### src/rtl/spectrum_polyline_vertex_reducer_macros.svh
// Assertion macros used by the vertex reducer datapath.
`ifndef SPECTRUM_POLYLINE_VERTEX_REDUCER_MACROS_SVH
`define SPECTRUM_POLYLINE_VERTEX_REDUCER_MACROS_SVH

`ifndef SYNTH
// Check a property while out of reset
`define SVR_ASSERT(lbl, clk, rstn, prop) \
    lbl: assert property (@(posedge clk) disable iff (!rstn) prop) \
        else $error("svr check failed");
// Check a property at every edge, reset included
`define SVR_ASSERT_ALWAYS(lbl, clk, prop) \
    lbl: assert property (@(posedge clk) prop) \
        else $error("svr check failed");
`else
`define SVR_ASSERT(lbl, clk, rstn, prop)
`define SVR_ASSERT_ALWAYS(lbl, clk, prop)
`endif

`endif

### src/rtl/svr_pkg.sv
// Types, constants and helpers shared by the vertex reducer modules.
`default_nettype none

package svr_pkg;

    localparam int MAX_POINTS  = 1024;
    localparam int IDX_W       = $clog2(MAX_POINTS);
    localparam int SMP_W       = 8;
    localparam int COORD_W     = 15;
    localparam int PC_W        = 11;
    localparam int PIX_W       = 10;
    localparam int BRD_W       = 8;
    localparam int SPAN_W      = 14;
    localparam int CFG_IDX_W   = 2;
    localparam int CFG_DATA_W  = 11;
    localparam int NUM_W       = IDX_W + SPAN_W;
    localparam int PY_W        = SMP_W + SPAN_W;
    localparam int DCNT_W      = $clog2(NUM_W);
    localparam int SUBPIX_SH   = 4;      // pixels to 1/16 pixel
    localparam int Y_SCALE_SH  = 8;      // divide by 256
    localparam int EDGE_OFS    = 16;     // fixed offset past the border
    localparam int SPAN_TRIM   = 32;     // fixed trim of the usable span

    localparam logic [IDX_W-1:0]   IDX_MAX   = IDX_W'(MAX_POINTS - 1);
    localparam logic [COORD_W-1:0] COORD_MAX = '1;

    // Configuration register indexes
    typedef enum logic [CFG_IDX_W-1:0] {
        REG_POINT_COUNT   = 2'd0,
        REG_WIDGET_WIDTH  = 2'd1,
        REG_WIDGET_HEIGHT = 2'd2,
        REG_BORDER_WIDTH  = 2'd3
    } t_cfg_reg;

    typedef enum logic [1:0] {
        S_IDLE,
        S_PREP,
        S_DIV,
        S_DONE
    } t_svr_state;

    // Controller to datapath
    typedef struct packed {
        logic load_in;
        logic prep;
        logic div_step;
        logic commit;
    } t_svr_cmd;

    // Datapath to controller
    typedef struct packed {
        logic div_last;
        logic out_free;
    } t_svr_sts;

    typedef struct packed {
        logic [COORD_W-1:0] x;
        logic [COORD_W-1:0] y;
        logic               item_last;
        logic               strip_end;
    } t_vertex;

    // Usable span in 1/16 pixel: pixels*16 - 2*border - 32, floored at zero
    function automatic logic [SPAN_W-1:0] usable_span(
        input logic [PIX_W-1:0] pix,
        input logic [BRD_W-1:0] brd
    );
        logic [SPAN_W-1:0] full;
        logic [SPAN_W-1:0] trim;
        full = {pix, {SUBPIX_SH{1'b0}}};
        trim = SPAN_W'({brd, 1'b0}) + SPAN_W'(SPAN_TRIM);
        return (full > trim) ? (full - trim) : '0;
    endfunction

endpackage

`default_nettype wire

### src/rtl/svr_ctrl.sv
// Sequencer for the vertex reducer: accept, prepare, divide, emit.
`default_nettype none

module svr_ctrl import svr_pkg::*; (
    input  wire logic     i_clk,
    input  wire logic     i_rst_n,
    input  wire logic     i_in_valid,
    output logic          o_in_stall,
    input  wire t_svr_sts i_sts,
    output t_svr_cmd      o_cmd
);

    t_svr_state r_state;
    t_svr_state n_state;

    // Advance state
    always_ff @(posedge i_clk) begin
        if (!i_rst_n) begin
            r_state <= S_IDLE;
        end else begin
            r_state <= n_state;
        end
    end

    // Next state
    always_comb begin
        n_state = r_state;
        case (r_state)
            S_IDLE: begin
                if (i_in_valid) n_state = S_PREP;
            end
            S_PREP: n_state = S_DIV;
            S_DIV: begin
                if (i_sts.div_last) n_state = S_DONE;
            end
            S_DONE: begin
                if (i_sts.out_free) n_state = S_IDLE;
            end
            default: n_state = S_IDLE;
        endcase
    end

    // Commands and input stall
    always_comb begin
        o_cmd      = '0;
        o_in_stall = 1'b1;
        case (r_state)
            S_IDLE: begin
                o_in_stall    = 1'b0;
                o_cmd.load_in = i_in_valid;
            end
            S_PREP: o_cmd.prep     = 1'b1;
            S_DIV:  o_cmd.div_step = 1'b1;
            S_DONE: o_cmd.commit   = i_sts.out_free;
            default: o_cmd = '0;
        endcase
    end

endmodule

`default_nettype wire

### src/rtl/svr_datapath.sv
// Datapath: configuration, scaling, serial divider, run reduction, result buffer.
`default_nettype none

`include "spectrum_polyline_vertex_reducer_macros.svh"

module svr_datapath import svr_pkg::*; (
    input  wire logic                  i_clk,
    input  wire logic                  i_rst_n,
    input  wire t_svr_cmd              i_cmd,
    output t_svr_sts                   o_sts,
    input  wire logic                  i_cfg_valid,
    input  wire logic [CFG_IDX_W-1:0]  i_cfg_index,
    input  wire logic [CFG_DATA_W-1:0] i_cfg_data,
    input  wire logic [SMP_W-1:0]      i_sample,
    input  wire logic                  i_frame_last,
    output logic                       o_out_valid,
    input  wire logic                  i_out_stall,
    output logic [COORD_W-1:0]         o_vertex_x,
    output logic [COORD_W-1:0]         o_vertex_y,
    output logic                       o_item_last,
    output logic                       o_strip_end
);

    // Configuration
    logic [PC_W-1:0]  r_point_count;
    logic [PIX_W-1:0] r_widget_width;
    logic [PIX_W-1:0] r_widget_height;
    logic [BRD_W-1:0] r_border_width;

    // Frame state
    logic [IDX_W-1:0]   r_index;
    logic [COORD_W-1:0] r_prev_x;
    logic [COORD_W-1:0] r_prev_y;
    logic               r_flat;

    // Current word
    logic [SMP_W-1:0] r_sample;
    logic             r_last;

    // Divider
    logic [PC_W-1:0]   r_div;
    logic [PC_W-1:0]   r_rem;
    logic [NUM_W-1:0]  r_quo;
    logic [DCNT_W-1:0] r_dcnt;
    logic [PY_W-1:0]   r_prod_y;

    // Result buffer
    t_vertex    r_q0;
    t_vertex    r_q1;
    logic [1:0] r_out_cnt;

    logic [PC_W:0]      shifted;
    logic [PC_W:0]      trial;
    logic [NUM_W:0]     x_sum;
    logic [COORD_W-1:0] cur_x;
    logic [COORD_W-1:0] cur_y;
    logic               same_y;
    t_vertex            n_first;
    t_vertex            n_second;
    logic [1:0]         n_count;
    logic               pop;

    // Write configuration registers
    always_ff @(posedge i_clk) begin
        if (!i_rst_n) begin
            r_point_count   <= PC_W'(2);
            r_widget_width  <= '0;
            r_widget_height <= '0;
            r_border_width  <= BRD_W'(32);
        end else if (i_cfg_valid) begin
            case (t_cfg_reg'(i_cfg_index))
                REG_POINT_COUNT:   r_point_count   <= i_cfg_data;
                REG_WIDGET_WIDTH:  r_widget_width  <= i_cfg_data[PIX_W-1:0];
                REG_WIDGET_HEIGHT: r_widget_height <= i_cfg_data[PIX_W-1:0];
                REG_BORDER_WIDTH:  r_border_width  <= i_cfg_data[BRD_W-1:0];
                default: ;
            endcase
        end
    end

    // Capture the input word
    always_ff @(posedge i_clk) begin
        if (i_cmd.load_in) begin
            r_sample <= i_sample;
            r_last   <= i_frame_last;
        end
    end

    // One restoring step: shift in the next dividend bit, subtract if it fits
    assign shifted = {r_rem, r_quo[NUM_W-1]};
    assign trial   = shifted - {1'b0, r_div};

    // Prepare products and run the divider
    always_ff @(posedge i_clk) begin
        if (i_cmd.prep) begin
            r_quo    <= NUM_W'(r_index)
                      * NUM_W'(usable_span(r_widget_width, r_border_width));
            r_prod_y <= PY_W'(r_sample)
                      * PY_W'(usable_span(r_widget_height, r_border_width));
            r_div    <= (r_point_count < PC_W'(2)) ? PC_W'(1) : (r_point_count - PC_W'(1));
            r_rem    <= '0;
            r_dcnt   <= '0;
        end else if (i_cmd.div_step) begin
            r_dcnt <= r_dcnt + DCNT_W'(1);
            if (!trial[PC_W]) begin
                r_rem <= trial[PC_W-1:0];
                r_quo <= {r_quo[NUM_W-2:0], 1'b1};
            end else begin
                r_rem <= shifted[PC_W-1:0];
                r_quo <= {r_quo[NUM_W-2:0], 1'b0};
            end
        end
    end

    assign o_sts.div_last = (r_dcnt == DCNT_W'(NUM_W - 1));
    assign o_sts.out_free = (r_out_cnt == 2'd0);

    // Offset both coordinates and saturate X
    assign x_sum = {1'b0, r_quo} + (NUM_W+1)'(r_border_width) + (NUM_W+1)'(EDGE_OFS);
    assign cur_x = (x_sum > (NUM_W+1)'(COORD_MAX)) ? COORD_MAX : x_sum[COORD_W-1:0];
    assign cur_y = COORD_W'(r_prod_y[PY_W-1:Y_SCALE_SH]) + COORD_W'(r_border_width)
                 + COORD_W'(EDGE_OFS);

    assign same_y = (r_index != '0) && (cur_y == r_prev_y);

    // Pick the words this sample emits
    always_comb begin
        n_first  = '{x: cur_x, y: cur_y, item_last: 1'b1, strip_end: r_last};
        n_second = n_first;
        n_count  = 2'd0;
        if (!same_y && r_flat) begin
            n_first  = '{x: r_prev_x, y: r_prev_y, item_last: 1'b0, strip_end: 1'b0};
            n_count  = 2'd2;
        end else if (!same_y || r_last) begin
            n_count  = 2'd1;
        end
    end

    // Update frame state on commit
    always_ff @(posedge i_clk) begin
        if (!i_rst_n) begin
            r_index  <= '0;
            r_prev_x <= '0;
            r_prev_y <= '0;
            r_flat   <= 1'b0;
        end else if (i_cmd.commit) begin
            if (r_last) begin
                r_index  <= '0;
                r_prev_x <= '0;
                r_prev_y <= '0;
                r_flat   <= 1'b0;
            end else begin
                r_prev_x <= cur_x;
                r_prev_y <= cur_y;
                r_flat   <= same_y;
                if (r_index < IDX_MAX) r_index <= r_index + IDX_W'(1);
            end
        end
    end

    // Result buffer: load up to two words, drain from the head
    assign pop = o_out_valid && !i_out_stall;

    always_ff @(posedge i_clk) begin
        if (!i_rst_n) begin
            r_out_cnt <= 2'd0;
        end else if (i_cmd.commit) begin
            r_out_cnt <= n_count;
        end else if (pop) begin
            r_out_cnt <= r_out_cnt - 2'd1;
        end
    end

    always_ff @(posedge i_clk) begin
        if (i_cmd.commit) begin
            r_q0 <= n_first;
            r_q1 <= n_second;
        end else if (pop) begin
            r_q0 <= r_q1;
        end
    end

    assign o_out_valid = (r_out_cnt != 2'd0);
    assign o_vertex_x  = r_q0.x;
    assign o_vertex_y  = r_q0.y;
    assign o_item_last = r_q0.item_last;
    assign o_strip_end = r_q0.strip_end;

    `SVR_ASSERT_ALWAYS(a_out_cnt_reset, i_clk, !i_rst_n |=> (r_out_cnt == 2'd0))
    `SVR_ASSERT(a_out_cnt_range, i_clk, i_rst_n, r_out_cnt != 2'd3)
    `SVR_ASSERT(a_rem_below_div, i_clk, i_rst_n, i_cmd.div_step |-> (r_rem < r_div))
    `SVR_ASSERT(a_commit_empty, i_clk, i_rst_n, i_cmd.commit |-> (r_out_cnt == 2'd0))
    `SVR_ASSERT(a_pair_ends_last, i_clk, i_rst_n, (o_out_valid && !o_item_last) |-> (r_out_cnt == 2'd2))

endmodule

`default_nettype wire

### src/rtl/spectrum_polyline_vertex_reducer.sv
// Spectrum polyline vertex reducer, top level.
// A sample is prepared, then run through the 24-step serial divider for X, and its
// words are committed once the output is empty; the next sample waits for that commit.
// A new sample is taken while up to two finished words wait on the output.
// Reset (synchronous, active low) restores the register defaults and clears the
// sample index, the previous vertex, the flat-run flag and the output word count.
`default_nettype none

module spectrum_polyline_vertex_reducer import svr_pkg::*; (
    input  wire logic                  i_clk,
    input  wire logic                  i_rst_n,
    input  wire logic                  i_cfg_valid,
    output logic                       o_cfg_ready,
    input  wire logic [CFG_IDX_W-1:0]  i_cfg_index,
    input  wire logic [CFG_DATA_W-1:0] i_cfg_data,
    input  wire logic                  i_in_valid,
    output logic                       o_in_stall,
    input  wire logic [SMP_W-1:0]      i_sample,
    input  wire logic                  i_frame_last,
    output logic                       o_out_valid,
    input  wire logic                  i_out_stall,
    output logic [COORD_W-1:0]         o_vertex_x,
    output logic [COORD_W-1:0]         o_vertex_y,
    output logic                       o_item_last,
    output logic                       o_strip_end
);

    t_svr_cmd cmd;
    t_svr_sts sts;

    // Registers take a write in any cycle
    assign o_cfg_ready = 1'b1;

    svr_ctrl u_ctrl (
        .i_clk      (i_clk),
        .i_rst_n    (i_rst_n),
        .i_in_valid (i_in_valid),
        .o_in_stall (o_in_stall),
        .i_sts      (sts),
        .o_cmd      (cmd)
    );

    svr_datapath u_datapath (
        .i_clk        (i_clk),
        .i_rst_n      (i_rst_n),
        .i_cmd        (cmd),
        .o_sts        (sts),
        .i_cfg_valid  (i_cfg_valid),
        .i_cfg_index  (i_cfg_index),
        .i_cfg_data   (i_cfg_data),
        .i_sample     (i_sample),
        .i_frame_last (i_frame_last),
        .o_out_valid  (o_out_valid),
        .i_out_stall  (i_out_stall),
        .o_vertex_x   (o_vertex_x),
        .o_vertex_y   (o_vertex_y),
        .o_item_last  (o_item_last),
        .o_strip_end  (o_strip_end)
    );

endmodule

`default_nettype wire
### config.mk
export PLATFORM = sky130hd
export DESIGN_NAME = spectrum_polyline_vertex_reducer
export DESIGN_NICKNAME = d
export VERILOG_FILES = /design/src/rtl/svr_pkg.sv /design/src/rtl/svr_ctrl.sv /design/src/rtl/svr_datapath.sv /design/src/rtl/spectrum_polyline_vertex_reducer.sv
export VERILOG_INCLUDE_DIRS = /design/src /design/src/rtl
export SDC_FILE = /design/constraint.sdc
export NUM_CORES = 1
export LEC_CHECK = 0
export BUFFER_PORTS_ARGS = -buffer_cell sky130_fd_sc_hd__buf_2
export CAP_MARGIN = 20
export CORE_MARGIN = 1
export CORE_UTILIZATION = 55
export DETAILED_ROUTE_END_ITERATION = 7
export GPL_TIMING_DRIVEN = 1
export PLACE_DENSITY = 0.84
export SLEW_MARGIN = 5
export SYNTH_ARGS = -nofsm -noshare
export SYNTH_HDL_FRONTEND = slang
export SYNTH_HIERARCHICAL = 1
export SYNTH_SLANG_ARGS = --single-unit
export TNS_END_PERCENT = 1
### constraint.sdc
create_clock -name i_clk -period 22.2 [get_ports i_clk]
set_input_delay 2.22 -clock i_clk [delete_from_list [all_inputs] [get_ports i_clk]]
set_output_delay 2.22 -clock i_clk [all_outputs]
set_load 0.02 [all_outputs]
==> impl_metrics.json <==
{
  "area_growth_pct": 6.995,
  "rsz_0062_raised_after_global_routing": "no",
  "worst-slew-pin-transition_ns": 1.092,
  "crit_path_end_kind": "flip-flop",
  "cts_setup_buffers": 0,
  "synth_largest_type_area_fraction": 0.1847,
  "wl_per_cell_um": 18.11,
  "layout_worst_path_cycle_share": 0.3903,
  "rows": 68,
  "critPathMostFrequentCell": "fa_1",
  "first_pass_iters": 6,
  "synth.cell_area_um2": 19680,
  "power.share.sequential": 0.338,
  "synth.ff_latch_count": 221,
  "min-delay-path-class": "flip-flop to flip-flop",
  "net_count_synth": 2437,
  "synth_top_cells_by_area": "edfxtp_1 (18%), fa_1 (16%), ha_1 (10%), dfxtp_1 (10%), inv_1 (4.4%)",
  "net_switching_w": 0.0007692,
  "synth_largest_area_cell": "edfxtp_1",
  "seq_area_frac_synth": 0.2864,
  "critical_path_cell_count": 27,
  "clkSinkCount": 221,
  "clock_latency_late_sink_ns": 0.53,
  "edff_count_synth": 121,
  "root_buffer": "clkbuf_16",
  "drv.max_cap_violation_count": 0,
  "antenna_cells": 0,
  "drtIter0Drc": 1351,
  "global_route.usage.total": 0.2588,
  "path_max_fanout": 21,
  "vdd_drop_max_mv": 0.1162,
  "detail_route.vias_per_cell": 6.006,
  "yosys.cell_count.top_type": "inv_1",
  "syn_avg_cell_area_um2": 9.391,
  "fin_hold_ws_ns": 0.4662,
  "gp_routability_congestion": 0.9117,
  "ctsHoldBuffers": 0,
  "place.port_buffers": 60,
  "antenna_violations_before_repair": 0,
  "slew_headroom": 0.2713,
  "yosys.cell_types.count": 87,
  "slowest_delay_ns": 0.83,
  "part_of_the_total_power_dissipated_in_the_clock_network": 0.205,
  "grt_overflow": 0,
  "total_area_of_multi_input_combinational_cells_um2": 12780,
  "placeableCoreArea_um2": 34880,
  "dr_total_vias": 15490,
  "worstSetupStartpointType": "flip-flop",
  "worst_hold_path.num_cells": 1,
  "cpLargestDelayFamily": "adder cells",
  "global_route_wire_length_before_repair_mm": 77.16,
  "netSwitchingFraction": 0.4049,
  "finalMaxSlewViolations": 0,
  "area.sequential_um2": 5635,
  "combinational_power_share": 0.457,
  "grt_pass1_vias": 15680,
  "floorplan.die.height_um": 191.1,
  "cts-buffers-inserted": 24,
  "cpMaxStageDelayCell": "dfxtp_1",
  "status": "complete, no violations",
  "initial_utilization": 0.5640,
  "clk_pin_slew_ns": 0.06,
  "path_class": "flip-flop to flip-flop",
  "design.portCount": 62,
  "leakage_nw": 9.604,
  "synthesis.yosys.warnings": 6,
  "crit_arrival_ns": 8.93,
  "async_reset_ff_frac": 0,
  "num-nets-final": 2448,
  "worstPathRequired_ns": 22.46,
  "die_area_um2": 36530,
  "timing.final.setup_violations": 0,
  "p_per_area_nw_per_um2": 90.24,
  "highest_clock_rate_mhz": 115.4,
  "ys.flop_type": "edfxtp_1",
  "cts_tree": "built",
  "post_synth_inst_count": 2095,
  "die_w_um": 191.1,
  "ant_nets": 0,
  "fillerInstances": 2829,
  "critical_path_buf_inv_count": 4,
  "htree_levels": 1,
  "wire_length_after_detailed_routing_mm": 46.71,
  "cts_resized": 0,
  "netlist_top_cells_count": "inv_1 (229), nand2_1 (214), ha_1 (161)",
  "cts-root-to-sink-buffers": 3,
  "reg2regPathDepth": 27,
  "power_report.internal_total_w": 0.001131,
  "grt_max_degree": 81,
  "route.detailed.drc": 0,
  "fin_setup_tns_ns": 0,
  "min_cycle_time_layout_ns": 8.664,
  "hold_viol_final": 0,
  "dp_wirelength_mm": 34.93,
  "fin_skew_ns": 0.01831,
  "drive_above_1_share": 0.08239
}
==> routing by layer <==
metal  routed length, um  vias to the layer above  part of all wire  track usage
met3                3083                       84             0.066      0.03433
met1               19730                     7540              0.42       0.3398
met2               22720                      634              0.49       0.4447
met4                1167                        0             0.025      0.07448
li1                    -                     7232                 -            -
met5                   0                        -                 0            0
==> area by class of cell <==
class,instances,share of cell area
multi-input cells,1550,0.6073
repair buffers,78,0.02068
clock inverters,14,0.006478
well taps,455,0.02704
clock buffers,30,0.02960
flip-flops and latches,221,0.2677
inverters,231,0.04125
==> sequential cells by signal, indices dropped and copies added (netlist names), 5 cells and up <==
register,cells
u_datapath/r_widget_width,10
u_datapath/r_dcnt,5
u_datapath/r_border_width,8
u_datapath/r_point_count,11
u_datapath/r_sample,8
u_datapath/o_vertex_x,15
u_datapath/r_prod_y,14
u_datapath/r_quo,24
u_datapath/o_vertex_y,15
u_datapath/r_widget_height,10
u_datapath/r_rem,11
u_datapath/r_index,10
u_datapath/r_prev_y,15
u_datapath/r_div,11
u_datapath/r_prev_x,15
u_datapath/r_q1,31
==> final timing paths <==
kind | from | to | slack [ns]
min | u_datapath/r_prev_x[8] | u_datapath/r_prev_x[8] | 0.47
max | u_datapath/r_border_width[0] | u_datapath/r_quo[22] | 13.54
min reg2reg | u_datapath/r_prev_x[8] | u_datapath/r_prev_x[8] | 0.47
max reg2reg | u_datapath/r_border_width[0] | u_datapath/r_quo[22] | 13.54
==> power by group through the flow <==
stage / Sequential (W) / Combinational (W) / Clock, W
detailed placement: 0.000648 / 0.000856 / 0
global route: 0.000651 / 0.000967 / 0.000409
global placement: 0.000643 / 0.000817 / 0
finish: 0.000642 / 0.000869 / 0.000389
CTS: 0.000640 / 0.000864 / 0.000393
floorplan: 0.000634 / 0.000647 / 0
==> stage by stage <==
stage          std cells  area, um2  setup WS (ns)  utilization  total power, W
5_1_grt             2579      21050          13.09       0.6035        0.002028
6_report            2579      21050          13.54       0.6035        0.001900
3_5_place_dp        2534      20280          13.64       0.5815        0.001504
4_1_cts             2578      21040          13.60       0.6033        0.001897
2_1_floorplan       2095      19680          14.72            -        0.001281
3_3_place_gp        2534      20280          13.96       0.5815        0.001460
==> cells in the final DEF (no fill, tap or decap), drive strengths merged, types with 15 or more instances in the layout <==
cell,count
dfxtp,100
and2,85
o21ai,58
a21o,23
ha,161
inv,232
nand4,27
xnor2,61
a211oi,21
clkbuf,31
buf,77
and3,52
nand2b,15
nor2b,56
edfxtp,121
nor3,55
a21oi,71
a21boi,25
nand3,45
mux2,21
xor2,38
o21a,16
o31ai,22
nand2,214
nor2,106
mux2i,39
a31oi,18
fa,154
==> kinds of logic after synthesis <==
| logic type | share of synthesized area |
|---|---|
| other | 0.0001906 |
| buffers and inverters | 0.06448 |
| XOR/XNOR | 0.04521 |
| AO/OA/AOI/OAI | 0.1279 |
| flip-flops | 0.2864 |
| adder cells (fa/ha/maj) | 0.2596 |
| AND/OR/NAND/NOR | 0.1844 |
| multiplexers | 0.03186 |
(Power assumes the default switching activity.)
